File: config.mk
export PLATFORM = sky130hd
export DESIGN_NAME = sha256_stream_hasher
export DESIGN_NICKNAME = d
export VERILOG_FILES = /design/src/rtl/core/sha_pkg.sv /design/src/rtl/core/sha256_stream_hasher.sv /design/src/rtl/core/sha_queue.sv /design/src/rtl/core/sha_engine.sv
export SDC_FILE = /design/constraint.sdc
export NUM_CORES = 2
export LEC_CHECK = 0
export BUFFER_PORTS_ARGS = -buffer_cell sky130_fd_sc_hd__buf_2
export CORE_MARGIN = 5
export CORE_UTILIZATION = 35
export CTS_BUF_LIST = sky130_fd_sc_hd__clkbuf_4
export CTS_CLUSTER_SIZE = 20
export DETAILED_ROUTE_END_ITERATION = 8
export PLACE_DENSITY = 0.58
export SYNTH_ARGS = -nofsm -noshare
export SYNTH_HDL_FRONTEND = slang
export SYNTH_SLANG_ARGS = --single-unit
File: constraint.sdc
create_clock -name clock -period 16.78 [get_ports clock]
set_input_delay 0.839 -clock clock [delete_from_list [all_inputs] [get_ports clock]]
set_output_delay 0.839 -clock clock [all_outputs]
set_load 0.02 [all_outputs]
File: src/rtl/core/sha_pkg.sv
// ----------------------------------------------------------------------------
// SHA-256 package
// Round constants, initial hash values and shared types.
// ----------------------------------------------------------------------------
`default_nettype none
package sha_pkg;

   localparam int QueueDepth = 4;

   typedef struct packed {
      logic [7:0] msg_byte;
      logic       byte_valid;
      logic       last;
   } item_type;

   function automatic logic [31:0] round_k(input logic [5:0] idx);
      logic [31:0] k [64];
      k = '{
         32'h428a2f98,32'h71374491,32'hb5c0fbcf,32'he9b5dba5,32'h3956c25b,32'h59f111f1,
         32'h923f82a4,32'hab1c5ed5,32'hd807aa98,32'h12835b01,32'h243185be,32'h550c7dc3,
         32'h72be5d74,32'h80deb1fe,32'h9bdc06a7,32'hc19bf174,32'he49b69c1,32'hefbe4786,
         32'h0fc19dc6,32'h240ca1cc,32'h2de92c6f,32'h4a7484aa,32'h5cb0a9dc,32'h76f988da,
         32'h983e5152,32'ha831c66d,32'hb00327c8,32'hbf597fc7,32'hc6e00bf3,32'hd5a79147,
         32'h06ca6351,32'h14292967,32'h27b70a85,32'h2e1b2138,32'h4d2c6dfc,32'h53380d13,
         32'h650a7354,32'h766a0abb,32'h81c2c92e,32'h92722c85,32'ha2bfe8a1,32'ha81a664b,
         32'hc24b8b70,32'hc76c51a3,32'hd192e819,32'hd6990624,32'hf40e3585,32'h106aa070,
         32'h19a4c116,32'h1e376c08,32'h2748774c,32'h34b0bcb5,32'h391c0cb3,32'h4ed8aa4a,
         32'h5b9cca4f,32'h682e6ff3,32'h748f82ee,32'h78a5636f,32'h84c87814,32'h8cc70208,
         32'h90befffa,32'ha4506ceb,32'hbef9a3f7,32'hc67178f2};
      return k[idx];
   endfunction

   function automatic logic [31:0] init_h(input logic [2:0] idx);
      logic [31:0] h [8];
      h = '{32'h6a09e667,32'hbb67ae85,32'h3c6ef372,32'ha54ff53a,
            32'h510e527f,32'h9b05688c,32'h1f83d9ab,32'h5be0cd19};
      return h[idx];
   endfunction

   function automatic logic [31:0] rotr(input logic [31:0] x, input int n);
      return (x >> n) | (x << (32 - n));
   endfunction

endpackage
`default_nettype wire

File: src/rtl/core/sha256_stream_hasher.sv
// ----------------------------------------------------------------------------
// SHA-256 stream hasher
// Byte-wide message intake, 64-round compression, eight-word digest output.
// A byte that completes a block holds the engine through load, rounds and add; a
// last byte adds padding, one or two compressions and eight digest output words.
// Throughput: one byte per cycle until the 4-entry queue, absorbing the wait, fills.
// Reset: synchronous; chaining state returns to the initial hash values.
// ----------------------------------------------------------------------------
`default_nettype none
module sha256_stream_hasher #(
   parameter int QueueDepth = sha_pkg::QueueDepth
) (
   input  wire logic        clock,
   input  wire logic        reset,
   input  wire logic        req_valid,
   output logic             req_stall,
   input  wire logic [7:0]  req_msg_byte,
   input  wire logic        req_byte_valid,
   input  wire logic        req_last,
   output logic             rsp_valid,
   input  wire logic        rsp_stall,
   output logic [31:0]      rsp_digest_word,
   output logic [2:0]       rsp_word_index,
   output logic             rsp_last_word
);
   sha_pkg::item_type in_item, q_item;
   logic q_valid, q_take;

   assign in_item = '{msg_byte: req_msg_byte, byte_valid: req_byte_valid, last: req_last};

   sha_queue #(.Depth(QueueDepth)) u_queue (
      .clock, .reset, .in_valid(req_valid), .in_stall(req_stall), .in_item,
      .out_valid(q_valid), .out_take(q_take), .out_item(q_item));

   sha_engine u_engine (
      .clock, .reset, .item_valid(q_valid), .item_take(q_take), .item(q_item),
      .rsp_valid, .rsp_stall, .rsp_digest_word, .rsp_word_index, .rsp_last_word);
endmodule
`default_nettype wire

File: src/rtl/core/sha_queue.sv
// ----------------------------------------------------------------------------
// SHA input queue
// Small FIFO that parts byte intake from block processing.
// ----------------------------------------------------------------------------
`default_nettype none
module sha_queue #(
   parameter int Depth = sha_pkg::QueueDepth
) (
   input  wire logic             clock,
   input  wire logic             reset,
   input  wire logic             in_valid,
   output logic                  in_stall,
   input  wire sha_pkg::item_type in_item,
   output logic                  out_valid,
   input  wire logic             out_take,
   output sha_pkg::item_type     out_item
);
   localparam int AW = (Depth > 1) ? $clog2(Depth) : 1;

   sha_pkg::item_type mem_ff [Depth];
   logic [AW-1:0] wr_ff, wr_in, rd_ff, rd_in;
   logic [AW:0]   cnt_ff, cnt_in;
   logic          push, pop;

   assign in_stall  = (cnt_ff == (AW+1)'(Depth));
   assign out_valid = (cnt_ff != '0);
   assign out_item  = mem_ff[rd_ff];
   assign push      = in_valid && !in_stall;
   assign pop       = out_valid && out_take;

   always_comb begin
      wr_in  = push ? ((wr_ff == AW'(Depth-1)) ? '0 : wr_ff + 1'b1) : wr_ff;
      rd_in  = pop ? ((rd_ff == AW'(Depth-1)) ? '0 : rd_ff + 1'b1) : rd_ff;
      cnt_in = cnt_ff + (AW+1)'(push) - (AW+1)'(pop);
   end

   always_ff @(posedge clock) begin
      if (reset) begin
         wr_ff  <= '0;
         rd_ff  <= '0;
         cnt_ff <= '0;
      end else begin
         wr_ff  <= wr_in;
         rd_ff  <= rd_in;
         cnt_ff <= cnt_in;
      end
      if (push) mem_ff[wr_ff] <= in_item;
   end
endmodule
`default_nettype wire

File: src/rtl/core/sha_engine.sv
// ----------------------------------------------------------------------------
// SHA engine
// Buffers bytes, pads, runs one compression round per cycle, emits digest.
// ----------------------------------------------------------------------------
`default_nettype none
module sha_engine (
   input  wire logic              clock,
   input  wire logic              reset,
   input  wire logic              item_valid,
   output logic                   item_take,
   input  wire sha_pkg::item_type item,
   output logic                   rsp_valid,
   input  wire logic              rsp_stall,
   output logic [31:0]            rsp_digest_word,
   output logic [2:0]             rsp_word_index,
   output logic                   rsp_last_word
);
   typedef enum logic [2:0] {
      S_IDLE, S_PAD, S_LOAD, S_ROUND, S_ADD, S_EMIT
   } state_type;

   state_type     state_ff;
   logic [5:0]    fill_ff;
   logic [63:0]   bits_ff;
   logic [63:0]   total_ff;
   logic [31:0]   h_ff [8];
   logic [31:0]   v_ff [8];
   logic [31:0]   w_ff [16];
   logic [5:0]    rnd_ff;
   logic [5:0]    pos_ff;
   logic          final_ff;
   logic          fin_ff;
   logic [2:0]    idx_ff;

   logic [31:0] s1, ch, t1, s0, mj, t2, wn, wr, ws0, ws1;

   assign item_take       = (state_ff == S_IDLE) && item_valid;
   assign rsp_valid       = (state_ff == S_EMIT);
   assign rsp_digest_word = h_ff[idx_ff];
   assign rsp_word_index  = idx_ff;
   assign rsp_last_word   = (idx_ff == 3'd7);

   always_comb begin
      wr  = w_ff[0];
      ws0 = sha_pkg::rotr(w_ff[1], 7) ^ sha_pkg::rotr(w_ff[1], 18) ^ (w_ff[1] >> 3);
      ws1 = sha_pkg::rotr(w_ff[14], 17) ^ sha_pkg::rotr(w_ff[14], 19) ^ (w_ff[14] >> 10);
      wn  = ws1 + w_ff[9] + ws0 + w_ff[0];
      s1  = sha_pkg::rotr(v_ff[4], 6) ^ sha_pkg::rotr(v_ff[4], 11)
          ^ sha_pkg::rotr(v_ff[4], 25);
      ch  = (v_ff[4] & v_ff[5]) ^ (~v_ff[4] & v_ff[6]);
      t1  = v_ff[7] + s1 + ch + sha_pkg::round_k(rnd_ff) + wr;
      s0  = sha_pkg::rotr(v_ff[0], 2) ^ sha_pkg::rotr(v_ff[0], 13)
          ^ sha_pkg::rotr(v_ff[0], 22);
      mj  = (v_ff[0] & v_ff[1]) ^ (v_ff[0] & v_ff[2]) ^ (v_ff[1] & v_ff[2]);
      t2  = s0 + mj;
   end

   always_ff @(posedge clock) begin
      if (reset) begin
         state_ff <= S_IDLE;
         fill_ff  <= '0;
         bits_ff  <= '0;
         idx_ff   <= '0;
         rnd_ff   <= '0;
         final_ff <= 1'b0;
         fin_ff   <= 1'b0;
         for (int i = 0; i < 8; i++) h_ff[i] <= sha_pkg::init_h(3'(i));
      end else begin
         case (state_ff)
            S_IDLE: if (item_valid) begin
               fin_ff <= item.last;
               total_ff <= bits_ff + {55'd0, fill_ff, 3'd0}
                           + (item.byte_valid ? 64'd8 : 64'd0);
               if (item.byte_valid) begin
                  w_ff[fill_ff[5:2]][{~fill_ff[1:0], 3'b000} +: 8] <= item.msg_byte;
                  fill_ff <= fill_ff + 1'b1;
                  if (fill_ff == 6'd63) begin
                     final_ff <= 1'b0;
                     bits_ff  <= bits_ff + 64'd512;
                     rnd_ff   <= '0;
                     pos_ff   <= '0;
                     state_ff <= S_LOAD;
                  end else if (item.last) begin
                     pos_ff   <= fill_ff + 1'b1;
                     state_ff <= S_PAD;
                  end
               end else if (item.last) begin
                  pos_ff   <= fill_ff;
                  state_ff <= S_PAD;
               end
            end
            S_PAD: begin
               // 0x80 at pos, zero the rest; length if room
               for (int b = 0; b < 64; b++) begin
                  if (b >= 56 && pos_ff < 6'd56)
                     w_ff[4'(b >> 2)][24 - 8*(b & 3) +: 8] <= total_ff[8*(63-b) +: 8];
                  else if (6'(b) == pos_ff)
                     w_ff[4'(b >> 2)][24 - 8*(b & 3) +: 8] <= 8'h80;
                  else if (6'(b) > pos_ff)
                     w_ff[4'(b >> 2)][24 - 8*(b & 3) +: 8] <= 8'h00;
               end
               final_ff <= (pos_ff < 6'd56);
               fill_ff  <= '0;
               rnd_ff   <= '0;
               state_ff <= S_LOAD;
            end
            S_LOAD: begin
               for (int i = 0; i < 8; i++) v_ff[i] <= h_ff[i];
               state_ff <= S_ROUND;
            end
            S_ROUND: begin
               for (int i = 0; i < 15; i++) w_ff[i] <= w_ff[i+1];
               w_ff[15] <= wn;
               v_ff[7] <= v_ff[6]; v_ff[6] <= v_ff[5]; v_ff[5] <= v_ff[4];
               v_ff[4] <= v_ff[3] + t1;
               v_ff[3] <= v_ff[2]; v_ff[2] <= v_ff[1]; v_ff[1] <= v_ff[0];
               v_ff[0] <= t1 + t2;
               rnd_ff <= rnd_ff + 1'b1;
               if (rnd_ff == 6'd63) state_ff <= S_ADD;
            end
            S_ADD: begin
               for (int i = 0; i < 8; i++) h_ff[i] <= h_ff[i] + v_ff[i];
               if (final_ff) begin
                  idx_ff   <= '0;
                  state_ff <= S_EMIT;
               end else if (fin_ff) begin
                  fill_ff  <= '0;
                  rnd_ff   <= '0;
                  if (pos_ff == '0) begin
                     // block filled by last byte: pad fresh block
                     state_ff <= S_PAD;
                  end else begin
                     // second padding pass: zero block with length
                     for (int i = 0; i < 14; i++) w_ff[i] <= '0;
                     w_ff[14] <= total_ff[63:32];
                     w_ff[15] <= total_ff[31:0];
                     final_ff <= 1'b1;
                     state_ff <= S_LOAD;
                  end
               end else state_ff <= S_IDLE;
            end
            S_EMIT: if (!rsp_stall) begin
               idx_ff <= idx_ff + 1'b1;
               if (idx_ff == 3'd7) begin
                  for (int i = 0; i < 8; i++) h_ff[i] <= sha_pkg::init_h(3'(i));
                  bits_ff  <= '0;
                  fill_ff  <= '0;
                  fin_ff   <= 1'b0;
                  final_ff <= 1'b0;
                  state_ff <= S_IDLE;
               end
            end
            default: state_ff <= S_IDLE;
         endcase
      end
   end
endmodule
`default_nettype wire

==> flow_summary.json <==
{
  "fin_crit_sh_pct": 64.8,
  "nFillCells": 23090,
  "pre_cts_ws_ns": 6.07,
  "cap_viol_max_count": 0,
  "cp_common_cell": "fa_1",
  "core-area_um2": 230000,
  "worst_slack_ns": 5.90,
  "grt_max_degree": 170,
  "yosysTopAreaCell": "edfxtp_1",
  "synth_top_area_share_pct": 37.3,
  "grt_setup_unrepaired": "no",
  "tightest_slew_ns": 1.41,
  "worstSetupEndpointType": "register",
  "reg2regPathDepth": 36,
  "syn-num-nets": 8937,
  "cts_hold_buffers": 13,
  "cts_buffers": 358,
  "cts.clk_slew.worst_paths_ns": 0.06,
  "crit_cells": 36,
  "regArea_um2": 34400,
  "startpoint_type": "register",
  "drive_gt1_share_pct": 10.5,
  "hold_viol": 0,
  "final-setup-viol-count": 0,
  "cts_max_level": 5,
  "critPathSlowestCell": "ha_1",
  "cts_tree": "yes",
  "cts_root_buf": "clkbuf_4",
  "run_status": "finished clean",
  "wl_um": 301000,
  "yosysSeqAreaShare_pct": 42.6,
  "initial_core_util_pct": 35.2,
  "power_density_nw_per_um2": 205,
  "hold_path_class": "in -> reg",
  "multi_input_area_um2": 43200,
  "cts_max_path_buffers": 4,
  "postCtsSetupRepairBufs": 0,
  "die-height_um": 491,
  "via_per_inst": 5.78,
  "finalSetupTns_ns": 0,
  "path_class": "reg -> reg",
  "pin_count": 52,
  "relSlewSlack_pct": 4.96,
  "grt_overflow": 0,
  "synth_cell_type_count": 102,
  "max_freq_mhz": 91.9,
  "synthTopCellsByArea": "edfxtp_1, nand2_1, ha_1",
  "gp_congestion": 0.982,
  "vdd_drop_max_mv": 0.209,
  "insertion_delay_ns": 1.43,
  "antenna_found_initial": 10,
  "nets": 9022,
  "power_leakage_nw": 33.8,
  "p_total_mw": 18.2,
  "synth_edf_count": 1003,
  "port_buffers": 51,
  "grt_pass1_wl_um": 437000,
  "avgRoutedWirePerCell_um": 25.7,
  "route.detailed.drc": 0,
  "yosys-top-cells-count": "nand2_1, edfxtp_1, o21ai_0",
  "die_w_um": 491,
  "drt-initial-drc-count": 7502,
  "yosys_warnings": 0,
  "ys_async_sr_fraction_pct": 0,
  "whs_path_depth": 2,
  "critPathRequiredTime_ns": 17.91,
  "period_needed_ns": 10.88,
  "synthFlopType": "edfxtp_1",
  "first_pass_iters": 5,
  "vias": 67563,
  "synth_area_per_cell_um2": 9.72,
  "slowest_delay_ns": 0.94,
  "syn_inst": 8317,
  "synth.most_common_cell": "nand2_1",
  "antenna_left": 0,
  "clock_sinks": 1218,
  "cp_num_buf_inv": 4,
  "cts_resized": 0,
  "place_hpwl_um": 223000,
  "arrival_ns": 12.01,
  "cp_top_family": "adder cells",
  "grtUsageTotal_pct": 24.0,
  "synth_area_um2": 80800,
  "slew_viol_final": 0,
  "final_util_pct": 38.5,
  "skew_ns": 0.228,
  "std_cell_rows": 176,
  "worstPathMaxFanout": 24,
  "ys_ff_latch": 1218,
  "area_delta_synth_final_pct": 9.63,
  "design.die.area_um2": 241000,
  "grt_pass1_vias": 64932
}
-- sequential cells by signal, summed over array words and instances, names as in the netlist, named ones only --
register and flops:
u_engine.rnd_ff 6, u_engine.final_ff 1, u_engine.state_ff 3, u_engine.rsp_word_index 3, u_engine.w_ff 512, u_engine.h_ff 256, u_engine.pos_ff 6, u_engine.v_ff 256
u_queue.rd_ff 2, u_engine.total_ff 61, u_engine.fin_ff 1, u_queue.cnt_ff 3, u_queue.wr_ff 2, u_engine.fill_ff 6, u_engine.bits_ff 55, u_queue.mem_ff 40
-- path summary, 6_finish.rpt --
kind,slack [ns],end,from
worst min-delay path,0.26,u_queue.mem_ff[2][1]$_DFFE_PP_,req_byte_valid
worst max-delay path,5.90,u_engine.v_ff[0][30]$_DFFE_PP_,u_engine.rnd_ff[1]$_SDFFE_PP0P_
worst max register to register,5.90,u_engine.v_ff[0][30]$_DFFE_PP_,u_engine.rnd_ff[1]$_SDFFE_PP0P_
worst min register to register,0.44,register,u_queue.rd_ff[1]$_SDFFE_PP0P_
-- through the flow --
step	area, um2	hold slack [ns]	instances
floorplan	80800	0.447	8317
CTS	88600	0.109	11684
global route	88600	0.142	11692
detailed placement	84100	0.480	11054
global placement	84100	0.466	11054
finish	88600	0.260	11695
-- kinds of logic after synthesis --
family / synth area share [%]
buffers and inverters: 4.03
AND/OR/NAND/NOR: 14.5
flip-flops: 42.6
AO/OA/AOI/OAI: 17.1
adder cells (fa/ha/maj): 11.5
multiplexers: 3.45
XOR/XNOR: 6.90
-- layout by cell type (no fill, tap or decap), types with 22 or more instances in the layout --
master	synthesis	layout
a21o_1	182	181
nor3_1	123	123
mux2i_1	27	27
and2_1	69	69
clkbuf_4	0	522
a22oi_1	45	45
nor2b_1	83	83
fa_1	196	196
a211oi_1	56	56
a21oi_1	470	469
o221ai_1	32	32
or3_1	60	60
a22o_1	169	169
mux4_2	75	75
maj3_1	22	22
mux2_2	62	62
buf_4	0	109
dfxtp_1	215	208
a31oi_1	50	50
o31ai_1	26	26
ha_1	410	410
nor2_1	433	427
buf_2	4	51
nand2b_1	107	106
nand2_1	1400	1398
o21bai_1	80	80
nor4_1	23	23
o22ai_1	45	45
clkinv_1	4	78
xnor2_1	393	393
nand3_1	139	139
o21ai_0	716	712
nand4_1	51	51
edfxtp_1	1003	1003
o211ai_1	65	65
and3_1	47	47
inv_1	409	409
o21a_1	45	45
xor2_1	244	244
-- layer usage --
metal  part of all wire (%)  wire (um)  global-route usage [%]  vias to the layer above
met4                    4.9      14700                    10.8                        8
li1                       -          -                       -                    30265
met5                  0.018         55                       0                        -
met3                    8.9      26800                    5.30                      682
met1                     42     127000                    32.4                    33351
met2                     44     133000                    36.9                     3257
-- power breakdown --
group / total [mW] / switching, mW / leakage [nW] / internal [mW]
Combinational: 11.0 / 6.78 / 20.4 / 4.20
Sequential: 4.36 / 0.405 / 10.8 / 3.96
Clock: 2.83 / 1.40 / 2.60 / 1.43
-- final cells by class --
type,count,share of cell area (%)
Tap cell,3026,4.27
Sequential cell,1218,38.9
Antenna cell,10,0.0282
Clock buffer,521,4.41
Multi-Input combinational cell,6235,48.8
Timing Repair Buffer,176,1.41
Clock inverter,96,0.470
Inverter,413,1.75
Note: power is estimated with default switching activity, not from simulation.
